$ cat src/design/alarm_clock_menu_controller_assert.svh
// Assertion macros for the alarm clock menu controller.
// Relies on i_clk and i_rst_n being visible where the macros are used.
`ifndef ALARM_CLOCK_MENU_CONTROLLER_ASSERT_SVH
`define ALARM_CLOCK_MENU_CONTROLLER_ASSERT_SVH

`ifndef NO_ASSERTIONS
`define ACMC_ASSERT(lbl, prop) \
    lbl: assert property (@(posedge i_clk) disable iff (!i_rst_n) (prop)) \
        else $error("acmc assertion failed");
`define ACMC_ASSERT_NEXT(lbl, cond, nxt) \
    lbl: assert property (@(posedge i_clk) disable iff (!i_rst_n) (cond) |=> (nxt)) \
        else $error("acmc assertion failed");
`else
`define ACMC_ASSERT(lbl, prop)
`define ACMC_ASSERT_NEXT(lbl, cond, nxt)
`endif

`endif

$ cat src/design/acmc_pkg.sv
// Types and constants shared by the alarm clock menu controller.
// No dependencies.
package acmc_pkg;

    typedef logic [3:0] t_mode;

    localparam t_mode M_NORMAL  = 4'd0;
    localparam t_mode M_MENU    = 4'd1;
    localparam t_mode M_YEAR    = 4'd2;
    localparam t_mode M_MONTH   = 4'd3;
    localparam t_mode M_DAY     = 4'd4;
    localparam t_mode M_HOUR    = 4'd5;
    localparam t_mode M_MINUTE  = 4'd6;
    localparam t_mode M_SUCCESS = 4'd7;
    localparam t_mode M_SLOT    = 4'd8;
    localparam t_mode M_ALTER   = 4'd9;
    localparam t_mode M_AHOUR   = 4'd10;
    localparam t_mode M_AMINUTE = 4'd11;

    // register indexes on the configuration port
    localparam logic REG_YEAR_CHOICES = 1'b0;
    localparam logic REG_WRITE_SECOND = 1'b1;

    localparam logic [7:0] ALARM_UNSET = 8'hFF;

    typedef struct packed {
        logic       conf_level;
        logic       minus_level;
        logic       plus_level;
        logic       enter_level;
        logic [4:0] now_hour;
        logic [5:0] now_minute;
        logic [5:0] now_second;
        logic [4:0] now_day;
        logic [3:0] now_month;
        logic [6:0] now_year;
    } t_in;

    typedef struct packed {
        logic [3:0] menu_state;
        logic [6:0] option_value;
        logic [4:0] alarm_slot;
        logic       date_write;
        logic [6:0] write_year;
        logic [6:0] write_month;
        logic [6:0] write_day;
        logic [6:0] write_hour;
        logic [6:0] write_minute;
        logic       edit_done;
        logic       alarm_fire;
    } t_out;

endpackage

$ cat src/design/acmc_ram.sv
// Generic single-port-write, single-port-read RAM with registered read data.
// No dependencies.
module acmc_ram #(
    parameter int WIDTH = 16,
    parameter int DEPTH = 26
) (
    input  logic                                   i_clk,
    input  logic                                   i_we,
    input  logic [(DEPTH > 1 ? $clog2(DEPTH) : 1)-1:0] i_waddr,
    input  logic [WIDTH-1:0]                       i_wdata,
    input  logic [(DEPTH > 1 ? $clog2(DEPTH) : 1)-1:0] i_raddr,
    output logic [WIDTH-1:0]                       o_rdata
);
    logic [WIDTH-1:0] r_mem [DEPTH];
    logic [WIDTH-1:0] r_rdata;

    always_ff @(posedge i_clk) begin
        if (i_we) begin
            r_mem[i_waddr] <= i_wdata;
        end
        r_rdata <= r_mem[i_raddr];
    end

    assign o_rdata = r_rdata;
endmodule

$ cat src/design/alarm_clock_menu_controller.sv
// Alarm clock menu controller: menu state machine plus alarm table scan.
// Depends on acmc_pkg, acmc_ram and alarm_clock_menu_controller_assert.svh.
//
// Usage:
// - Input channel (i_in_valid / o_in_ready, payload i_in) carries one poll
//   per beat: four button levels and the clock time and date.
// - Output channel (o_out_valid / i_out_ready, payload o_out) carries one
//   result beat per poll, in order.
// - Configuration over the APB-style port: year_choices at 0x0, write_second
//   at 0x4; pready is always high, reads return the stored value.
// - A poll updates the menu in its accept cycle, then the alarm RAM is read
//   one slot per cycle through states S_SCAN and S_FIN. The result is
//   registered in S_OUT, and no new poll is taken until the block is back in
//   S_IDLE, a pace set by the one read port of the RAM.
// - The result sits in an output register; if the receiver stalls, the
//   next poll is still processed and then waits for that register to free.
// - Reset clears the menu state and one valid flop per alarm slot, so every
//   slot reads as unset at once; no clearing pass is needed.
module alarm_clock_menu_controller #(
    parameter int ALARM_SLOTS = 26
) (
    input  logic            i_clk,
    input  logic            i_rst_n,
    input  logic            i_in_valid,
    output logic            o_in_ready,
    input  acmc_pkg::t_in   i_in,
    output logic            o_out_valid,
    input  logic            i_out_ready,
    output acmc_pkg::t_out  o_out,
    input  logic            psel,
    input  logic            penable,
    input  logic            pwrite,
    input  logic [2:0]      paddr,
    input  logic [31:0]     pwdata,
    output logic [31:0]     prdata,
    output logic            pready
);
    import acmc_pkg::*;

    `include "alarm_clock_menu_controller_assert.svh"

    localparam int ADDR_W = (ALARM_SLOTS > 1) ? $clog2(ALARM_SLOTS) : 1;
    localparam logic [ADDR_W-1:0] LAST_SLOT = ADDR_W'(ALARM_SLOTS - 1);
    localparam logic [6:0] SLOT_LIMIT = 7'(ALARM_SLOTS);

    typedef enum logic [3:0] {
        S_IDLE = 4'b0001,
        S_SCAN = 4'b0010,
        S_FIN  = 4'b0100,
        S_OUT  = 4'b1000
    } t_state;

    t_state r_state;

    // configuration
    logic [6:0] r_year_choices;
    logic [5:0] r_write_second;

    // menu state
    t_mode      r_mode;
    logic [6:0] r_option, r_limit;
    logic [4:0] r_slot;
    logic [3:0] r_btn;
    logic [6:0] r_sy, r_sm, r_sd, r_sh;
    logic [7:0] r_sah;
    logic [ALARM_SLOTS-1:0] r_valid;

    // per-poll working registers
    logic [4:0] r_hr;
    logic [5:0] r_mn;
    logic       r_sec_one;
    logic       r_dw, r_done, r_fire;
    logic [6:0] r_wmin;

    // scan control
    logic [ADDR_W-1:0] r_cnt, r_chk_idx;
    logic              r_chk;

    logic r_out_vld;
    t_out r_out;

    // next values of the menu step
    t_mode      n_mode;
    logic [6:0] n_option, n_limit, n_sy, n_sm, n_sd, n_sh, n_wmin;
    logic [4:0] n_slot;
    logic [7:0] n_sah;
    logic [7:0] n_amin;
    logic       n_dw, n_done;
    logic       n_del, n_commit;

    logic       in_accept, out_accept, cfg_write;
    logic [3:0] lv, rise;
    logic       slot_ok;
    logic [ADDR_W-1:0] slot_addr;
    logic [6:0] slot_m1;
    logic [15:0] ram_rdata;
    logic       ram_we;
    logic       hit;

    assign in_accept  = i_in_valid && o_in_ready;
    assign out_accept = r_out_vld && i_out_ready;
    assign o_in_ready = (r_state == S_IDLE);
    assign o_out_valid = r_out_vld;
    assign o_out = r_out;
    assign pready = 1'b1;
    assign cfg_write = psel && penable && pwrite && pready;

    always_comb begin
        unique case (paddr[2])
            REG_YEAR_CHOICES: prdata = {25'd0, r_year_choices};
            REG_WRITE_SECOND: prdata = {26'd0, r_write_second};
            default:          prdata = 32'd0;
        endcase
    end

    assign lv = {i_in.enter_level, i_in.plus_level, i_in.minus_level, i_in.conf_level};
    assign rise = lv & ~r_btn;
    assign slot_ok = (r_slot != 5'd0) && ({2'b00, r_slot} <= SLOT_LIMIT);
    assign slot_m1 = {2'b00, r_slot} - 7'd1;
    assign slot_addr = slot_m1[ADDR_W-1:0];

    always_comb begin
        logic [7:0] opt_p1;
        opt_p1   = 8'd0;
        n_mode   = r_mode;
        n_option = r_option;
        n_limit  = r_limit;
        n_slot   = r_slot;
        n_sy     = r_sy;
        n_sm     = r_sm;
        n_sd     = r_sd;
        n_sh     = r_sh;
        n_sah    = r_sah;
        n_amin   = 8'd0;
        n_wmin   = 7'd0;
        n_dw     = 1'b0;
        n_done   = 1'b0;
        n_del    = 1'b0;
        n_commit = 1'b0;

        if (rise[0]) begin
            if (n_mode == M_NORMAL) begin
                n_mode = M_MENU;
            end else begin
                n_mode   = M_NORMAL;
                n_option = 7'd1;
            end
        end
        if (rise[1]) begin
            n_option = (n_option <= 7'd1) ? r_limit : n_option - 7'd1;
        end
        if (rise[2]) begin
            opt_p1 = {1'b0, n_option} + 8'd1;
            n_option = (opt_p1 > {1'b0, r_limit}) ? 7'd1 : opt_p1[6:0];
        end
        if (rise[3]) begin
            case (n_mode)
                M_MENU: begin
                    if (n_option == 7'd1) begin
                        n_mode   = M_YEAR;
                        n_option = i_in.now_year;
                    end else if (n_option == 7'd2) begin
                        n_mode   = M_SLOT;
                        n_option = 7'd1;
                    end
                end
                M_YEAR: begin
                    n_sy     = n_option;
                    n_mode   = M_MONTH;
                    n_option = {3'b000, i_in.now_month};
                end
                M_MONTH: begin
                    n_sm     = n_option;
                    n_mode   = M_DAY;
                    n_option = {2'b00, i_in.now_day};
                end
                M_DAY: begin
                    n_sd     = n_option;
                    n_mode   = M_HOUR;
                    n_option = {2'b00, i_in.now_hour} + 7'd1;
                end
                M_HOUR: begin
                    n_sh     = n_option - 7'd1;
                    n_mode   = M_MINUTE;
                    n_option = {1'b0, i_in.now_minute} + 7'd1;
                end
                M_MINUTE: begin
                    n_wmin = n_option - 7'd1;
                    n_dw   = 1'b1;
                    n_mode = M_SUCCESS;
                end
                M_SLOT: begin
                    n_slot   = n_option[4:0];
                    n_mode   = M_ALTER;
                    n_option = 7'd1;
                end
                M_ALTER: begin
                    if (n_option == 7'd1) begin
                        n_mode   = M_AHOUR;
                        n_option = 7'd1;
                    end else if (n_option == 7'd2) begin
                        n_del  = slot_ok;
                        n_mode = M_SUCCESS;
                    end
                end
                M_AHOUR: begin
                    n_sah    = {1'b0, n_option} - 8'd1;
                    n_mode   = M_AMINUTE;
                    n_option = 7'd1;
                end
                M_AMINUTE: begin
                    // the alarm minute is committed with the staged hour
                    n_amin   = {1'b0, n_option} - 8'd1;
                    n_commit = slot_ok;
                    n_mode   = M_SUCCESS;
                end
                default: begin
                end
            endcase
        end

        case (n_mode)
            M_MENU, M_ALTER:    n_limit = 7'd2;
            M_YEAR:             n_limit = r_year_choices;
            M_MONTH:            n_limit = 7'd12;
            M_DAY:              n_limit = 7'd31;
            M_HOUR, M_AHOUR:    n_limit = 7'd24;
            M_MINUTE, M_AMINUTE: n_limit = 7'd60;
            M_SLOT:             n_limit = SLOT_LIMIT;
            M_SUCCESS: begin
                n_mode   = M_NORMAL;
                n_option = 7'd1;
                n_done   = 1'b1;
            end
            default: begin
            end
        endcase
    end

    assign ram_we = in_accept && n_commit;

    acmc_ram #(
        .WIDTH(16),
        .DEPTH(ALARM_SLOTS)
    ) u_alarm_ram (
        .i_clk  (i_clk),
        .i_we   (ram_we),
        .i_waddr(slot_addr),
        .i_wdata({r_sah, n_amin}),
        .i_raddr(r_cnt),
        .o_rdata(ram_rdata)
    );

    // an unset entry is masked by its valid flop, not by its RAM contents
    assign hit = r_chk && r_valid[r_chk_idx] && r_sec_one
              && (ram_rdata[15:8] == {3'b000, r_hr})
              && (ram_rdata[7:0] == {2'b00, r_mn});

    always_ff @(posedge i_clk) begin
        if (!i_rst_n) begin
            r_state        <= S_IDLE;
            r_year_choices <= 7'd50;
            r_write_second <= 6'd17;
            r_mode         <= M_NORMAL;
            r_option       <= 7'd1;
            r_limit        <= 7'd2;
            r_slot         <= 5'd1;
            r_btn          <= 4'd0;
            r_sy           <= 7'd17;
            r_sm           <= 7'd7;
            r_sd           <= 7'd17;
            r_sh           <= 7'd17;
            r_sah          <= ALARM_UNSET;
            r_valid        <= '0;
            r_cnt          <= '0;
            r_chk          <= 1'b0;
            r_fire         <= 1'b0;
            r_out_vld      <= 1'b0;
        end else begin
            if (cfg_write) begin
                unique case (paddr[2])
                    REG_YEAR_CHOICES: r_year_choices <= pwdata[6:0];
                    REG_WRITE_SECOND: r_write_second <= pwdata[5:0];
                    default: begin
                    end
                endcase
            end

            if (r_state == S_OUT && (!r_out_vld || i_out_ready)) begin
                r_out_vld <= 1'b1;
            end else if (out_accept) begin
                r_out_vld <= 1'b0;
            end

            r_chk <= (r_state == S_SCAN);
            if (hit) begin
                r_fire <= 1'b1;
            end

            unique case (r_state)
                S_IDLE: begin
                    if (in_accept) begin
                        r_btn    <= lv;
                        r_mode   <= n_mode;
                        r_option <= n_option;
                        r_limit  <= n_limit;
                        r_slot   <= n_slot;
                        r_sy     <= n_sy;
                        r_sm     <= n_sm;
                        r_sd     <= n_sd;
                        r_sh     <= n_sh;
                        r_sah    <= n_sah;
                        if (n_commit) begin
                            r_valid[slot_addr] <= 1'b1;
                        end
                        if (n_del) begin
                            r_valid[slot_addr] <= 1'b0;
                        end
                        r_fire  <= 1'b0;
                        r_cnt   <= '0;
                        r_state <= S_SCAN;
                    end
                end
                S_SCAN: begin
                    if (r_cnt == LAST_SLOT) begin
                        r_state <= S_FIN;
                    end else begin
                        r_cnt <= r_cnt + 1'b1;
                    end
                end
                S_FIN: begin
                    r_state <= S_OUT;
                end
                S_OUT: begin
                    // hold until the output register frees up
                    if (!r_out_vld || i_out_ready) begin
                        if (r_fire) begin
                            r_mode <= M_NORMAL;
                        end
                        r_state <= S_IDLE;
                    end
                end
                default: r_state <= S_IDLE;
            endcase
        end
    end

    // per-poll payload, no reset needed
    always_ff @(posedge i_clk) begin
        if (in_accept) begin
            r_hr      <= i_in.now_hour;
            r_mn      <= i_in.now_minute;
            r_sec_one <= (i_in.now_second == 6'd1);
            r_dw      <= n_dw;
            r_done    <= n_done;
            r_wmin    <= n_wmin;
        end
        r_chk_idx <= r_cnt;
        if (r_state == S_OUT && (!r_out_vld || i_out_ready)) begin
            r_out.menu_state   <= r_fire ? M_NORMAL : r_mode;
            r_out.option_value <= r_option;
            r_out.alarm_slot   <= r_slot;
            r_out.date_write   <= r_dw;
            r_out.write_year   <= r_dw ? r_sy : 7'd0;
            r_out.write_month  <= r_dw ? r_sm : 7'd0;
            r_out.write_day    <= r_dw ? r_sd : 7'd0;
            r_out.write_hour   <= r_dw ? r_sh : 7'd0;
            r_out.write_minute <= r_dw ? r_wmin : 7'd0;
            r_out.edit_done    <= r_done;
            r_out.alarm_fire   <= r_fire;
        end
    end

    `ACMC_ASSERT_NEXT(a_accept_starts_scan, in_accept, r_state == S_SCAN)
    `ACMC_ASSERT(a_fire_normal, !(o_out_valid && o_out.alarm_fire) || o_out.menu_state == M_NORMAL)
    `ACMC_ASSERT(a_write_done, !(o_out_valid && o_out.date_write) || o_out.edit_done)
    `ACMC_ASSERT(a_ram_write_on_accept, !ram_we || in_accept)

endmodule
$ cat config.mk
export PLATFORM = sky130hd
export DESIGN_NAME = alarm_clock_menu_controller
export DESIGN_NICKNAME = d
export VERILOG_FILES = /design/src/design/acmc_pkg.sv /design/src/design/acmc_ram.sv /design/src/design/alarm_clock_menu_controller.sv
export VERILOG_INCLUDE_DIRS = /design/src /design/src/design
export SDC_FILE = /design/constraint.sdc
export NUM_CORES = 1
export LEC_CHECK = 0
export CORE_ASPECT_RATIO = 1.75
export CORE_UTILIZATION = 30
export CTS_BUF_LIST = sky130_fd_sc_hd__clkbuf_16
export CTS_CLUSTER_DIAMETER = 100
export DETAILED_ROUTE_END_ITERATION = 10
export DONT_BUFFER_PORTS = 1
export PLACE_DENSITY = 0.43
export SYNTH_ARGS = -nofsm -noshare
export SYNTH_HDL_FRONTEND = slang
export SYNTH_SLANG_ARGS = --single-unit
$ cat constraint.sdc
create_clock -name i_clk -period 7.8 [get_ports i_clk]
set_clock_uncertainty 0.1 [all_clocks]
set_input_delay 0.39 -clock i_clk [delete_from_list [all_inputs] [get_ports i_clk]]
set_output_delay 0.39 -clock i_clk [all_outputs]
set_load 0.005 [all_outputs]
==> results summary <==
The run finished with clean final reports. The worst setup path is launched from a flip-flop. Grouping stages by cell kind, the critical path spends the most delay in compound AO/OA/AOI/OAI gates. In the synthesized netlist the async set-or-reset flop fraction comes to 0%. TritonCTS built the clock tree. The worst hold path belongs to the class in2reg. The number of iterations in the first detailed-routing pass came out at 6. The sequential share of the synthesized area came out at 67.1%. The final count of hold timing violations came to 0. The number of flops mapped to enable cells by yosys came out at 491. The post-route antenna net violation count is 0. The number of port buffers came out at 0. Derived from the worst setup path, the maximum achievable clock frequency is 139 MHz. The kind of end point of the critical path is a flip-flop. The launching instance or port of the critical path is r_mode[3]$_SDFFE_PN0P_. The final setup violation count is 0. The number of standard-cell rows in the floorplan is 142. The number of clock buffers added by TritonCTS is 57. Summed over all layers, the global routing overflow is 0.

The overall routing resource usage is 16.6%. For the pin with the worst max-slew slack, the measured transition is 974 ps. The data arrival time of the worst path is 7670 ps.

After synthesis, the netlist uses 80 different library cells. The starting DRC count in detailed routing came out at 986. The detailed-route wire length per cell is 24.4 um. The proportion of layout cells with a drive suffix above 1 came out at 17.6%. The insertion delay of the later-clocked pin in the worst-skew pair came out at 660 ps. The prevailing post-synth register cell is sky130_fd_sc_hd__edfxtp_1. The sequential share of power came out at 48.9%. The count of yosys warnings during synthesis is 0. The number of sinks driven by the clock tree is 626. The residual DRC count is 0. The worst relative slew slack is 35.0%.

The shortest clock period the worst path allows after layout came out at 7200 ps. Dividing the final minimum period by the clock period gives 92.3%. The max-slew violation count is 0. The maximum number of pins on one net before global-route repair came out at 108. The average via count per standard cell is 4.99. The share of total power consumed by net switching came out at 27.0%. The internal power of the cells totals 5.40 mW. In this run, synthesis produced a sequential element count of 626. The tree is rooted in a sky130_fd_sc_hd__clkbuf_16. The number of antenna violations at the first check in global routing came out at 1. The largest voltage drop on the vdd net came out at 207 uV.

The post-route cell area came out at 29700 sq um. Setup total negative slack on the finished layout was measured at 0 ps. Clock-pin slew was measured on the worst setup and hold paths at 70 ps.

In this run the deepest clock path goes through 3 buffers. The top-area cell type share of the netlist area is 56.7%. Setup repair after global routing left no endpoint under its margin. The launch point of the worst hold path is penable. The mean cell area of the mapped netlist came out at 15.2 sq um.

The leakage power figure came out at 10.1 nW. Summed over all nets, the switching power comes to 2.00 mW. The first-pass GRT wire length is 106 mm.

The via count came out at 14782. The net count of the finished layout is 1856. The share of total power dissipated in the clock network is 37.2%. The cell area reported after detailed placement is 27500 sq um.

The count of buffer and inverter cells on the critical path is 1. For this run, the slowest stage of the critical path takes 610 ps. The most numerous cell type found on the critical path is sky130_fd_sc_hd__nand2_1.

After synthesis, the cell types taking the most area are sky130_fd_sc_hd__edfxtp_1 (57%), sky130_fd_sc_hd__dfxtp_1 (10%), sky130_fd_sc_hd__mux4_2 (10%), sky130_fd_sc_hd__nand2_1 (1.8%), sky130_fd_sc_hd__nor2_1 (1.4%). The share of power burned in combinational logic is 13.9%. The netlist area before placement is 26000 sq um. Synthesis produced a netlist whose cell count is 1713. The biggest area contributor in the post-synthesis netlist is sky130_fd_sc_hd__edfxtp_1. The core region is 85600 sq um. The endpoint required time on the critical path came out at 8270 ps.

In this run the power density over the cells is 249 nW/um^2. For this configuration, the core starts out at a cell density of 30.4%. The reg-to-reg critical path startpoint is r_mode[3]$_SDFFE_PN0P_.

The largest fanout of any net on the critical path is 8. The number of placed I/O pins came out at 168. Routability-driven placement finished with a final weighted congestion of 0.845.

The worst setup path is of the reg2reg kind. The number of violations of the max-capacitance limit came out at 0. The total half-perimeter wirelength after legalization and detailed placement is 46.9 mm. The via count of the first global-routing pass was 15437. The CTS H-tree depth came out at 2. The chip height is 391 um.

From synthesis to final layout, the design area changed by 14.3%. The total wire length after detailed routing came out at 72.3 mm. The die covers 87900 sq um.

Among all stages on the critical path, the largest delay is contributed by sky130_fd_sc_hd__a22oi_1. The die is 225 um wide.
worst register-to-register path: stages, from the launching register on:
cell and delay (ps):
sky130_fd_sc_hd__dfxtp_1 310, sky130_fd_sc_hd__or4_4 590, sky130_fd_sc_hd__nand2_1 230, sky130_fd_sc_hd__nand2_1 130, sky130_fd_sc_hd__ha_1 280, sky130_fd_sc_hd__nand3b_1 190, sky130_fd_sc_hd__nor2_1 60, sky130_fd_sc_hd__a221o_1 360
sky130_fd_sc_hd__a2111oi_2 570, sky130_fd_sc_hd__and3_1 290, sky130_fd_sc_hd__nand2_1 70, sky130_fd_sc_hd__xor2_1 160, sky130_fd_sc_hd__ha_1 340, sky130_fd_sc_hd__o21a_1 140, sky130_fd_sc_hd__o22ai_1 80, sky130_fd_sc_hd__a31o_2 250
sky130_fd_sc_hd__nand2_1 120, sky130_fd_sc_hd__a41o_1 150, sky130_fd_sc_hd__inv_1 70, sky130_fd_sc_hd__a22oi_1 610, sky130_fd_sc_hd__ha_1 450, sky130_fd_sc_hd__a31oi_1 150, sky130_fd_sc_hd__nor4_2 410, sky130_fd_sc_hd__nor4_4 120
sky130_fd_sc_hd__a31o_2 300, sky130_fd_sc_hd__a221oi_4 380, sky130_fd_sc_hd__o221a_1 240
layout by cell type (no fill, tap or decap), types with 8 or more instances in the layout:
master                          instances
sky130_fd_sc_hd__mux2_2                23
sky130_fd_sc_hd__clkbuf_16             57
sky130_fd_sc_hd__nor2b_1               40
sky130_fd_sc_hd__nand2b_1              12
sky130_fd_sc_hd__xor2_1                17
sky130_fd_sc_hd__nand3_1               32
sky130_fd_sc_hd__and2_1                48
sky130_fd_sc_hd__dfxtp_1              131
sky130_fd_sc_hd__dlygate4sd3_1         37
sky130_fd_sc_hd__edfxtp_1             491
sky130_fd_sc_hd__o211ai_1              16
sky130_fd_sc_hd__o21ai_0               65
sky130_fd_sc_hd__o22ai_1                9
sky130_fd_sc_hd__nand2_1              125
sky130_fd_sc_hd__a211oi_1              19
sky130_fd_sc_hd__ha_1                  17
sky130_fd_sc_hd__inv_1                 35
sky130_fd_sc_hd__a21oi_1               62
sky130_fd_sc_hd__buf_4                 48
sky130_fd_sc_hd__a31oi_1               11
sky130_fd_sc_hd__nor3_1                19
sky130_fd_sc_hd__clkinv_1              16
sky130_fd_sc_hd__conb_1                26
sky130_fd_sc_hd__o211a_1               17
sky130_fd_sc_hd__clkinv_2              10
sky130_fd_sc_hd__xnor2_1               17
sky130_fd_sc_hd__nor2_1                74
sky130_fd_sc_hd__o21a_1                 8
sky130_fd_sc_hd__mux2i_1               34
sky130_fd_sc_hd__and3_1                10
sky130_fd_sc_hd__mux4_2               119
sky130_fd_sc_hd__nand4_1                9
sky130_fd_sc_hd__a21boi_0              11
sky130_fd_sc_hd__nor2_4                18
sky130_fd_sc_hd__nor4_1                10
state kept, by name, indices dropped and copies added, names as in the netlist, 5 cells and up:
| signal | cells |
|---|---|
| r_limit | 7 |
| r_write_second | 6 |
| u_alarm_ram.o_rdata | 16 |
| r_sm | 7 |
| o_out | 54 |
| r_sh | 7 |
| r_wmin | 7 |
| r_cnt | 5 |
| r_year_choices | 7 |
| r_valid | 26 |
| r_chk_idx | 5 |
| r_sah | 8 |
| r_option | 7 |
| r_hr | 5 |
| u_alarm_ram.r_mem | 416 |
| r_slot | 5 |
| r_sd | 7 |
| r_sy | 7 |
| r_mn | 6 |
power by group through the flow:
stage | Sequential, mW | Combinational, mW | Clock, mW
floorplan | 3.67 | 0.648 | 0
global route | 3.62 | 1.10 | 2.95
finish | 3.62 | 1.03 | 2.75
global placement | 3.69 | 0.986 | 0
CTS | 3.62 | 1.03 | 2.85
detailed placement | 3.69 | 0.991 | 0
metrics by stage:
step / hold slack, ps / worst slack (ps) / instances / power (mW) / util [%]
2_1_floorplan: 229 / 1400 / 1737 / 4.32 / -
3_3_place_gp: 320 / 652 / 2815 / 4.68 / 32.1
3_5_place_dp: 321 / 507 / 2815 / 4.68 / 32.1
4_1_cts: 6.76 / 458 / 2959 / 7.49 / 34.7
5_1_grt: 76.3 / 240 / 2959 / 7.67 / 34.7
6_report: 55.8 / 600 / 2960 / 7.40 / 34.7
kinds of logic (layout without fill, tap and decap cells):
family / count (synthesis) / after routing / share of synthesized area (%)
other cells: 2 / 27 / 0.0289
mux: 176 / 176 / 12.6
xor+xnor: 34 / 34 / 1.15
buf+inv: 143 / 213 / 2.53
simple gates: 440 / 440 / 8.47
flops: 626 / 626 / 67.1
fa+ha+maj: 17 / 17 / 0.818
compound gates: 275 / 275 / 7.26
final cells by class:
type | instances | area [sq um]
Tap cell | 1152 | 1440
Clock inverter | 49 | 380
Fill cell | 8297 | 55900
Antenna cell | 1 | 2.50
Multi-Input combinational cell | 968 | 8160
Clock buffer | 57 | 1430
Sequential cell | 626 | 17500
Timing Repair Buffer | 86 | 758
Inverter | 21 | 78.8
worst paths after layout:
check | end | slack [ps] | cells past startpoint
setup / recovery | r_limit[4]$_SDFFE_PN0P_ | 600 | 26
setup reg to reg | r_limit[4]$_SDFFE_PN0P_ | 600 | 26
hold / removal | r_year_choices[0]$_SDFFE_PN0P_ | 60 | 4
hold reg to reg | o_out[1]$_DFFE_PP_ | 330 | 0
layer usage:
metal | wire length, um | GRT usage [%]
met4 | 3100 | 7.14
met5 | 0 | 0
met1 | 26400 | 17.8
met2 | 40400 | 31.9
met3 | 2420 | 2.13
cells in the mapped netlist, types with 6 or more instances:
| master | instances |
|---|---|
| sky130_fd_sc_hd__a221oi_1 | 6 |
| sky130_fd_sc_hd__nand3_1 | 32 |
| sky130_fd_sc_hd__nor2_1 | 97 |
| sky130_fd_sc_hd__and2_1 | 48 |
| sky130_fd_sc_hd__buf_1 | 13 |
| sky130_fd_sc_hd__clkbuf_1 | 76 |
| sky130_fd_sc_hd__o211ai_1 | 16 |
| sky130_fd_sc_hd__edfxtp_1 | 491 |
| sky130_fd_sc_hd__xor2_1 | 17 |
| sky130_fd_sc_hd__ha_1 | 17 |
| sky130_fd_sc_hd__nor3_1 | 22 |
| sky130_fd_sc_hd__o211a_1 | 17 |
| sky130_fd_sc_hd__a211oi_1 | 19 |
| sky130_fd_sc_hd__o22ai_1 | 9 |
| sky130_fd_sc_hd__a22oi_1 | 6 |
| sky130_fd_sc_hd__nand2_1 | 125 |
| sky130_fd_sc_hd__nor4_1 | 11 |
| sky130_fd_sc_hd__nor2b_1 | 42 |
| sky130_fd_sc_hd__dfxtp_1 | 135 |
| sky130_fd_sc_hd__a31oi_1 | 11 |
| sky130_fd_sc_hd__a21boi_0 | 11 |
| sky130_fd_sc_hd__o21ai_0 | 65 |
| sky130_fd_sc_hd__inv_1 | 21 |
| sky130_fd_sc_hd__mux2_2 | 23 |
| sky130_fd_sc_hd__nand4_1 | 9 |
| sky130_fd_sc_hd__buf_4 | 27 |
| sky130_fd_sc_hd__mux2i_1 | 34 |
| sky130_fd_sc_hd__a22o_1 | 6 |
| sky130_fd_sc_hd__a21oi_1 | 62 |
| sky130_fd_sc_hd__mux4_2 | 119 |
| sky130_fd_sc_hd__and3_1 | 10 |
| sky130_fd_sc_hd__xnor2_1 | 17 |
| sky130_fd_sc_hd__nand2b_1 | 12 |
| sky130_fd_sc_hd__o21a_1 | 8 |
timing repair:
item | 4_1_cts | 5_1_grt
setup buffers | 0 | 0
resized for setup | 0 | 1
endpoints found under the hold margin | 124 | 0
setup endpoints to repair | 0 | 6
hold buffers | 38 | 0
Power figures use the tool's default switching activity.
